--- src/hw/rtl/lru_pkg.sv ---
// Shared constants and helpers for the LRU page replacement unit.
`default_nettype none

package lru_pkg;

  localparam int FRAMES_DEF = 8;
  localparam int PAGE_W     = 16;
  localparam int CNT32_W    = 32;
  localparam int FIDX_W     = 3;
  localparam int CFG_W      = 4;
  localparam int OUT_RAW_W  = 1 + FIDX_W + 1 + PAGE_W + CNT32_W + CNT32_W;
  localparam int OUT_W      = ((OUT_RAW_W + 7) / 8) * 8;
  localparam int IN_W       = ((PAGE_W + 7) / 8) * 8;

  localparam logic [CFG_W-1:0] CFG_RESET = CFG_W'(8);

  function automatic logic [CNT32_W-1:0] sat_inc(input logic [CNT32_W-1:0] v);
    sat_inc = (v == '1) ? v : v + CNT32_W'(1);
  endfunction

endpackage

`default_nettype wire

--- src/hw/rtl/lru_page_replacement_unit.sv ---
// Top level of the LRU page replacement unit with its frame table and scan sequencer.
`default_nettype none

// One page reference is taken per beat and produces exactly one result beat. A
// reference is accepted in the idle state; a single page comparator and a single
// 32-bit stamp comparator then walk the active frames from index 0 upward, and a
// write state updates the table and loads the result register once the output
// register is free. A hit ends the walk at the matching frame. The input is not
// ready while a reference is in progress; a finished result waits in the output
// register while the next reference is accepted. The frame count register may be
// written at any time the unit is idle and always accepts. No clearing pass
// follows reset.
module lru_page_replacement_unit
  import lru_pkg::*;
#(
  parameter int FRAMES = FRAMES_DEF
) (
  input  wire logic             clk_i,
  input  wire logic             rst_ni,
  input  wire logic             cfg_valid_i,
  output logic                  cfg_ready_o,
  input  wire logic [CFG_W-1:0] cfg_data_i,   // frames_in_use
  input  wire logic             s_axis_tvalid,
  output logic                  s_axis_tready,
  input  wire logic [IN_W-1:0]  s_axis_tdata, // page_number
  output logic                  m_axis_tvalid,
  input  wire logic             m_axis_tready,
  // hit, frame_index, evicted_valid, evicted_page, faults_so_far, hits_so_far, zero fill
  output logic [OUT_W-1:0]      m_axis_tdata
);

  localparam int IDX_W = (FRAMES > 1) ? $clog2(FRAMES) : 1;
  localparam int CNT_W = $clog2(FRAMES + 1);
  localparam int PAD_W = OUT_W - OUT_RAW_W;

  typedef enum logic [1:0] {
    ST_IDLE,
    ST_SCAN,
    ST_WRITE
  } state_e;

  state_e               state_q;
  logic [CFG_W-1:0]     cfg_q;
  logic [PAGE_W-1:0]    page_q;
  logic [CNT_W-1:0]     idx_q;
  logic [IDX_W-1:0]     slot_q;
  logic                 hit_q;
  logic [CNT32_W-1:0]   best_stamp_q;
  logic                 best_valid_q;
  logic [PAGE_W-1:0]    best_page_q;
  logic [CNT32_W-1:0]   time_q;
  logic [CNT32_W-1:0]   fault_q;
  logic [CNT32_W-1:0]   hitcnt_q;
  logic [FRAMES-1:0]    valid_q;

  logic                 out_valid_q;
  logic                 out_hit_q;
  logic [FIDX_W-1:0]    out_fidx_q;
  logic                 out_evv_q;
  logic [PAGE_W-1:0]    out_evp_q;
  logic [CNT32_W-1:0]   out_faults_q;
  logic [CNT32_W-1:0]   out_hits_q;

  logic [PAGE_W-1:0]    frame_page  [FRAMES];
  logic [CNT32_W-1:0]   frame_stamp [FRAMES];

  logic [CNT_W-1:0]     active_n;
  logic [IDX_W-1:0]     rd_idx;
  logic                 cur_valid;
  logic [PAGE_W-1:0]    cur_page;
  logic [CNT32_W-1:0]   cur_stamp;
  logic                 cur_match;
  logic                 cur_less;
  logic                 last_frame;
  logic                 out_free;
  logic                 wr_en;
  logic [CFG_W:0]       cfg_ext;

  always_comb begin
    cfg_ext = {1'b0, cfg_q};
    if (cfg_q == '0) begin
      active_n = CNT_W'(1);
    end else if (cfg_ext > (CFG_W+1)'(FRAMES)) begin
      active_n = CNT_W'(FRAMES);
    end else begin
      active_n = CNT_W'(cfg_q);
    end
  end

  assign rd_idx     = idx_q[IDX_W-1:0];
  assign cur_valid  = valid_q[rd_idx];
  assign cur_page   = frame_page[rd_idx];
  assign cur_stamp  = cur_valid ? frame_stamp[rd_idx] : '0;
  assign cur_match  = cur_valid && (cur_page == page_q);
  assign cur_less   = (idx_q == '0) || (cur_stamp < best_stamp_q);
  assign last_frame = (idx_q == (active_n - CNT_W'(1)));
  assign out_free   = !out_valid_q || m_axis_tready;
  assign wr_en      = (state_q == ST_WRITE) && out_free;

  assign cfg_ready_o   = 1'b1;
  assign s_axis_tready = (state_q == ST_IDLE);
  assign m_axis_tvalid = out_valid_q;
  assign m_axis_tdata  = {{PAD_W{1'b0}}, out_hits_q, out_faults_q, out_evp_q, out_evv_q,
                          out_fidx_q, out_hit_q};

  always_ff @(posedge clk_i or negedge rst_ni) begin
    if (!rst_ni) begin
      state_q      <= ST_IDLE;
      cfg_q        <= CFG_RESET;
      page_q       <= '0;
      idx_q        <= '0;
      slot_q       <= '0;
      hit_q        <= 1'b0;
      best_stamp_q <= '0;
      best_valid_q <= 1'b0;
      best_page_q  <= '0;
      time_q       <= '0;
      fault_q      <= '0;
      hitcnt_q     <= '0;
      valid_q      <= '0;
      out_valid_q  <= 1'b0;
      out_hit_q    <= 1'b0;
      out_fidx_q   <= '0;
      out_evv_q    <= 1'b0;
      out_evp_q    <= '0;
      out_faults_q <= '0;
      out_hits_q   <= '0;
    end else begin
      if (cfg_valid_i) begin
        cfg_q <= cfg_data_i;
      end
      if (out_valid_q && m_axis_tready && !wr_en) begin
        out_valid_q <= 1'b0;
      end
      case (state_q)
        ST_IDLE: begin
          if (s_axis_tvalid) begin
            page_q  <= s_axis_tdata[PAGE_W-1:0];
            time_q  <= sat_inc(time_q);
            idx_q   <= '0;
            hit_q   <= 1'b0;
            state_q <= ST_SCAN;
          end
        end
        ST_SCAN: begin
          if (cur_match) begin
            slot_q  <= rd_idx;
            hit_q   <= 1'b1;
            state_q <= ST_WRITE;
          end else begin
            if (cur_less) begin
              best_stamp_q <= cur_stamp;
              best_valid_q <= cur_valid;
              best_page_q  <= cur_page;
              slot_q       <= rd_idx;
            end
            if (last_frame) begin
              state_q <= ST_WRITE;
            end else begin
              idx_q <= idx_q + CNT_W'(1);
            end
          end
        end
        ST_WRITE: begin
          if (out_free) begin
            out_valid_q <= 1'b1;
            out_hit_q   <= hit_q;
            out_fidx_q  <= FIDX_W'(slot_q);
            if (hit_q) begin
              hitcnt_q     <= sat_inc(hitcnt_q);
              out_hits_q   <= sat_inc(hitcnt_q);
              out_faults_q <= fault_q;
              out_evv_q    <= 1'b0;
              out_evp_q    <= '0;
            end else begin
              fault_q         <= sat_inc(fault_q);
              out_faults_q    <= sat_inc(fault_q);
              out_hits_q      <= hitcnt_q;
              out_evv_q       <= best_valid_q;
              out_evp_q       <= best_valid_q ? best_page_q : '0;
              valid_q[slot_q] <= 1'b1;
            end
            state_q <= ST_IDLE;
          end
        end
        default: begin
          state_q <= ST_IDLE;
        end
      endcase
    end
  end

  always_ff @(posedge clk_i) begin
    if (wr_en) begin
      frame_stamp[slot_q] <= time_q;
      if (!hit_q) begin
        frame_page[slot_q] <= page_q;
      end
    end
  end

`ifndef SYNTHESIS
  a_busy_after_accept: assert property (@(posedge clk_i) disable iff (!rst_ni)
    (s_axis_tvalid && s_axis_tready) |=> !s_axis_tready)
    else $error("input ready right after a reference was accepted");

  a_hit_no_evict: assert property (@(posedge clk_i) disable iff (!rst_ni)
    (m_axis_tvalid && m_axis_tdata[0]) |-> !m_axis_tdata[4])
    else $error("hit result reports an evicted page");

  a_scan_in_range: assert property (@(posedge clk_i) disable iff (!rst_ni)
    (state_q == ST_SCAN) |-> (idx_q < active_n))
    else $error("scan index beyond active frames");

  a_faults_monotonic: assert property (@(posedge clk_i) disable iff (!rst_ni)
    wr_en |=> (fault_q >= $past(fault_q)) && (hitcnt_q >= $past(hitcnt_q)))
    else $error("running counts decreased");

  a_one_count_moves: assert property (@(posedge clk_i) disable iff (!rst_ni)
    (wr_en && !hit_q && (fault_q != '1)) |=> (hitcnt_q == $past(hitcnt_q)))
    else $error("hit count changed on a fault");
`endif

endmodule

`default_nettype wire
--- config.mk ---
export PLATFORM = sky130hd
export DESIGN_NAME = lru_page_replacement_unit
export DESIGN_NICKNAME = d
export VERILOG_FILES = /design/src/hw/rtl/lru_pkg.sv /design/src/hw/rtl/lru_page_replacement_unit.sv
export SDC_FILE = /design/constraint.sdc
export NUM_CORES = 1
export LEC_CHECK = 0
export BUFFER_PORTS_ARGS = -buffer_cell sky130_fd_sc_hd__buf_4
export CAP_MARGIN = 20
export CELL_PAD_IN_SITES_DETAIL_PLACEMENT = 0
export CELL_PAD_IN_SITES_GLOBAL_PLACEMENT = 1
export CORE_MARGIN = 1
export CORE_UTILIZATION = 50
export DETAILED_ROUTE_END_ITERATION = 8
export PLACE_DENSITY_LB_ADDON = 0.08
export SLEW_MARGIN = 20
export SYNTH_ARGS = -nofsm -noshare
export SYNTH_HDL_FRONTEND = slang
export SYNTH_SLANG_ARGS = --single-unit
--- constraint.sdc ---
create_clock -name clk_i -period 6.44 [get_ports clk_i]
set_input_delay 0.644 -clock clk_i [delete_from_list [all_inputs] [get_ports clk_i]]
set_output_delay 0.644 -clock clk_i [all_outputs]
set_load 0.02 [all_outputs]
# ---- Word-level counts from Yosys, hierarchy flattened
# Memory sizes are Yosys's and may differ from the RTL's.
# Cells that the tools add are included.
dict set report classes {
  n_mux 34
  bitwise 6
  n_eq_ne 13
  magnitude_cmp 5
  n_addsub 5
  reduce_logical 25
}
# cell n
set ops {}
lappend ops {{adder 32 x 1 -> 32 bit, second input constant} 3}
lappend ops {{equality test 32 bit, second input constant} 3}
lappend ops {{2-to-1 mux 32 bit} 3}
lappend ops {{less-than comparator 32 bit} 1}
lappend ops {{2-to-1 mux 16 bit} 2}
lappend ops {{2-to-1 mux 4 bit} 5}
lappend ops {{equality test 16 bit} 1}
lappend ops {{AND reduction 3 bit} 5}
lappend ops {{2-to-1 mux 1 bit} 13}
lappend ops {{AND reduction 4 bit} 3}
lappend ops {{inequality test 2 bit, second input constant} 5}
lappend ops {{logical NOT 4 bit} 2}
lappend ops {{less-than comparator 3 x 4 -> 1 bit, second input constant} 2}
lappend ops {{2-to-1 mux 2 bit} 4}
lappend ops {{bitwise OR 8 bit} 1}
lappend ops {{case mux 4 bit (2 select lines)} 1}
lappend ops {{2-to-1 mux 3 bit} 2}
lappend ops {{case mux 2 bit (3 select lines)} 1}
lappend ops {{AND reduction 2 bit} 3}
lappend ops {{logical AND 1 bit} 5}
lappend ops {{inverter 1 bit} 5}
lappend ops {{adder 4 x 1 -> 4 bit, second input constant} 1}
lappend ops {{equality test 4 bit} 1}
lappend ops {{greater-than comparator 4 bit, second input constant} 1}
lappend ops {{other kinds (12)} 15}
dict set report word_totals {
  mem_bits_rw 384
  regBits 205
  n_memories 2
}
# memory words word_bits read_ports rd_ports_with_merged_regs write_ports line_no
set memory_table {}
lappend memory_table {frame_stamp 8 32 1 0 1 lru_page_replacement_unit.sv:65} ;# logic [CNT32_W-1:0] frame_stamp [FRAMES];
lappend memory_table {frame_page 8 16 1 0 1 lru_page_replacement_unit.sv:64} ;# logic [PAGE_W-1:0] frame_page [FRAMES];

# ---- Longest topological paths before layout
dict set report depth {
  ltp_word 8
  mapped_depth 18
}

# ---- Worst setup path after synthesis
# OpenSTA, ideal clock, no wires.
dict set report synth_path {
  path_kind {input-to-reg}
  start {input m_axis_tready}
  end {memory frame_stamp[0][0], enable pin}
  required_time_ns 5.939
  path_slack_ns 1.654
  n_path_buf 1
  t_arrival_ns 4.285
  cell_stages 4
  path_cell_list {nand2b_1 nand3_1 clkbuf_1 nor4_1}
}
dict set report synth_via {
  elab_chain_cells 4
}
# element line_no
set synth_lines {}
lappend synth_lines {{from (decl)} lru_page_replacement_unit.sv:27} ;# input wire logic m_axis_tready,
lappend synth_lines {{logical OR 1 bit} lru_page_replacement_unit.sv:97} ;# assign out_free = !out_valid_q || m_axis_tready;
lappend synth_lines {{logical AND 1 bit} lru_page_replacement_unit.sv:98} ;# assign wr_en = (state_q == ST_WRITE) && out_free;
lappend synth_lines {{2-to-1 mux 1 bit} lru_page_replacement_unit.sv:194} ;# if (wr_en) begin
lappend synth_lines {{2-to-1 mux 1 bit (not written as such)} lru_page_replacement_unit.sv:195} ;# frame_stamp[slot_q] <= time_q;
lappend synth_lines {{to (decl)} lru_page_replacement_unit.sv:65}
# No other way between the ends.

# ---- Worst setup path after layout
dict set report layout_path {
  start {register idx_q[0]}
  end {register best_stamp_q[27]}
}
dict set report layout_via {
  elab_chain_cells 6
}
# element line_no
set layout_lines {}
lappend layout_lines {{from (decl)} lru_page_replacement_unit.sv:45} ;# logic [CNT_W-1:0] idx_q;
lappend layout_lines {{from (signal assigned)} lru_page_replacement_unit.sv:160} ;# idx_q <= idx_q + CNT_W'(1);
lappend layout_lines {{binary-select mux 1 bit (select 3 bit)} lru_page_replacement_unit.sv:91} ;# assign cur_valid = valid_q[rd_idx];
lappend layout_lines {{2-to-1 mux 1 bit (not written as such)} lru_page_replacement_unit.sv:91}
lappend layout_lines {{2-to-1 mux 32 bit (*)} lru_page_replacement_unit.sv:93} ;# assign cur_stamp = cur_valid ? frame_stamp[rd_idx] : '0;
lappend layout_lines {{via cur_stamp[9]} lru_page_replacement_unit.sv:71} ;# logic [CNT32_W-1:0] cur_stamp;
lappend layout_lines {{less-than comparator 32 bit (*)} lru_page_replacement_unit.sv:95} ;# assign cur_less = (idx_q == '0) || (cur_stamp < best_stamp_q);
lappend layout_lines {{logical OR 1 bit (*)} lru_page_replacement_unit.sv:95}
lappend layout_lines {{AND reduction 3 bit (no source line) (*)} n/a}
lappend layout_lines {{to (signal assigned)} lru_page_replacement_unit.sv:152} ;# best_stamp_q <= cur_stamp;
lappend layout_lines {{to (decl)} lru_page_replacement_unit.sv:48} ;# logic [CNT32_W-1:0] best_stamp_q;
# The timed path passes the listed nets; every way through them passes the cells marked *. The select of a mux whose other input is x is not followed.
# A chain may end at the register's enable or synchronous reset.

==> results.md <==
- FFs w/ async S/R, synth: 0.348
- Comb power frac: 0.282
- Register Area: about 17000 sq um
- Buffers added on ports: 111
- Die Footprint: 49300 sq um
- Starting Density: 0.507
- Largest net degree at the start of global routing: 132
- TritonCTS buffer count: between 50 and 60
- GP Congestion: just under 0.8
- Share of cells above drive strength 1: 0.240
- Fin. Hold Viols: 0
- Clock H-tree levels: 2
- # resized after CTS: 0
- Clock Skew: ~0.013 ns
- Syn_area_per_cell: about 17 sq um
- Die Width: between 200 and 250 um
- First-pass GRT wire length: 79200 um
- Vias: 12600
- Area used by multi-input combinational logic: 7120 sq um
- Grt ovf: 0
- 1st-iter DRT viols: 878
- Post-synthesis cell count: 1443
- Drt first pass iters: 5
- Initial antenna violation count: 0
- Post-synth EDFFs: between 300 and 400
- Total number of yosys warnings: 0
- Ports: about 120
- CP max-delay cell: dfrtp_4
- RSZ-0062 raised after global routing: false
- PD cells: 415 nW/um^2
- Core Box Area: 47700 sq um
- DP HPWL: 30100 um
- Total power: between 0.01 and 0.015 W
- Mapped Area: 24200 sq um
- Outcome: complete, no violations
- Required time worst endpoint: ~6.9 ns
- Switching share of power: 0.311
- Post-DRT Antenna Nets: 0
- DIE HEIGHT: 222 um
- DR vias/cell: approximately 5.6
- CTS sink count: 589
- Reg power frac: 0.430
- Leading post-synthesis cells by cell area: edfxtp_1 (48%), dfrtp_1 (21%), mux4_2 (8.8%)
- Maximum fanout along the worst path: 28
- Minimum clock period: just under 5 ns
- Final WL: 50900 um
- Final net count: between 1500 and 2000
- Reg2reg setup slack: ~1.6 ns
- Cell with the most instances after synthesis: edfxtp_1
- Worst slew pin tran: roughly 0.94 ns
- Setup TNS: 0 ns
- Max clock buf depth: 3
- Yosys top cell area share: 0.477
- Routed WL per cell: between 20 and 25 um
- Net Sw Power: about 0.0036 W
- Slew headroom: 0.369
- Residual DRC: 0
- Fmax: roughly 210 MHz
- Synth-to-layout area growth: 14.8%
- Setup violators final: 0
- Fillers: 3787
- Crit path largest cell delay: 0.67 ns
- Synthesized flop and latch total: between 500 and 600
- Min-delay worst type: in2reg
- P_leak: 10.8 nW
- Sequential fraction of the synthesis area: 0.689
- Worst setup EP type: flop
- Post-Layout Cell Count: 2263
- Antenna Cells: 0
- Hold buffers post-CTS: 1
- Ys flop type: edfxtp_1
- Post-synth top cells: edfxtp_1 (384), dfrtp_1 (204), mux4_2 (95), xnor2_1 (85), nor2_1 (79)
- Internal power: around 0.0079 W
- Final Max Tran Viols: 0
- WHS: 0.273 ns
- Crit start category: flop
- WS Path Type: reg2reg
- Setup Fix Bufs, Post-CTS: 0
- CTS tree: done
- Worst-Skew Late Latency: about 0.61 ns
- FP Rows: 80
- Vias in the first global route: ~13000
- Critical path data arrival time: ~5.3 ns
- Area leader, netlist: edfxtp_1
- Clock transition at path regs: approximately 0.06 ns
- Post-synth cell types: between 50 and 60
- Clock power frac: 0.288
- Root Driver: clkbuf_16
- Worst vdd ir: approximately 400 uV
- Finished Core Util: 0.582
- GRT Overall Usage: 0.215
- Max-Cap Viols: 0
- Tcrit/Tclk final: 0.750
- Worst path cell trace: mux4_1 > mux2i_4 > buf_4 > nor2_1 > ha_1 > a21o_1 > a21o_1 > a21oi_1 > o21ai_0 > a211oi_1 > o211ai_1 > a21oi_4 > buf_4 > mux2_1
- Cells after DPL: 2152
[routing by layer]
metal  GRT usage  routed length, um  vias up
li1            -                  -     5758
met1       0.311              23300     6531
met2       0.344              24800      212
met3      0.0288               1760       69
met4      0.0603               1040        0
met5           0                  0        -
[stage by stage]
stage | setup WS [ns] | instance area [sq um]
6_report | 1.61 | 27800
5_1_grt | 1.23 | 27800
4_1_cts | 1.49 | 27800
3_5_place_dp | 1.52 | 25900
3_3_place_gp | 1.55 | 25900
2_1_floorplan | 1.65 | 24200
[critical path: cells and delay by family, from the launching register on]
family	cells	cell delay [ns]
simple gates	1	0.08
buf+inv	2	0.79
flops	1	0.67
fa+ha+maj	1	0.29
mux	3	1.61
compound gates	7	1.24
[final timing paths]
path | start | endpoint | cells past startpoint
worst max-delay path | idx_q[0] | best_stamp_q[27] | 14
worst min-delay path | s_axis_tdata[12] | page_q[12] | 2
worst max register to register | idx_q[0] | best_stamp_q[27] | 14
worst min register to register | valid_q[7] | valid_q[7] | 1
max in group asynchronous | rst_ni | idx_q[0] | 3
min in group asynchronous | rst_ni | time_q[2] | 2
[power by group through the flow]
stage / Clock, W / Sequential [W] / Combinational [W]
6_report: 0.00332 / 0.00495 / 0.00324
5_1_grt: 0.00356 / 0.00501 / 0.00355
4_1_cts: 0.00342 / 0.00496 / 0.00333
3_5_place_dp: 0 / 0.00504 / 0.00333
3_3_place_gp: 0 / 0.00502 / 0.00330
2_1_floorplan: 0 / 0.00485 / 0.00259
[state kept, by name (all words and copies together), names as in the netlist]
name / cells
m_axis_tvalid: 1
out_faults_q: 32
out_evp_q: 16
frame_page: 128
out_hit_q: 1
state_q: 2
best_stamp_q: 32
cfg_q: 4
out_hits_q: 32
out_fidx_q: 3
hit_q: 1
time_q: 32
page_q: 16
frame_stamp: 256
best_page_q: 16
best_valid_q: 1
slot_q: 3
idx_q: 4
out_evv_q: 1
valid_q: 8
[placed cells by master, fill, tap and decap left out, types with 8 or more instances in the layout]
cell type,n
a21o_1,13
or2_2,12
and4_1,11
mux2i_1,67
clkbuf_8,11
edfxtp_1,384
and2_1,8
nor2_1,72
clkinv_2,15
dfrtp_1,201
nand3_1,43
clkbuf_1,16
mux2_2,22
buf_4,140
xor2_1,27
nand2_1,61
mux2_1,28
clkbuf_16,59
and3_1,20
xnor2_1,85
inv_1,60
a22o_1,17
o21ai_0,8
ha_1,37
nor3_1,9
nand4_1,24
mux4_2,95
[cells by family (layout without fill, tap and decap cells)]
| family | Yosys count | in the layout | share of synthesized area |
|---|---|---|---|
| adder cells (fa/ha/maj) | 37 | 37 | 0.0191 |
| buffers and inverters | 111 | 314 | 0.0216 |
| XOR/XNOR | 112 | 112 | 0.0406 |
| flip-flops | 589 | 589 | 0.689 |
| other | 2 | 4 | 0.000310 |
| multiplexers | 222 | 222 | 0.146 |
| AND/OR/NAND/NOR | 304 | 304 | 0.0633 |
| AO/OA/AOI/OAI | 66 | 66 | 0.0202 |
[cell type report]
class	count	area share
Tap cell	615	0.0277
Clock buffer	86	0.0608
Clock inverter	24	0.00707
Inverter	61	0.00824
Sequential cell	589	0.600
Timing Repair Buffer	143	0.0395
Multi-Input combinational cell	745	0.256
(Power assumes the default switching activity.)
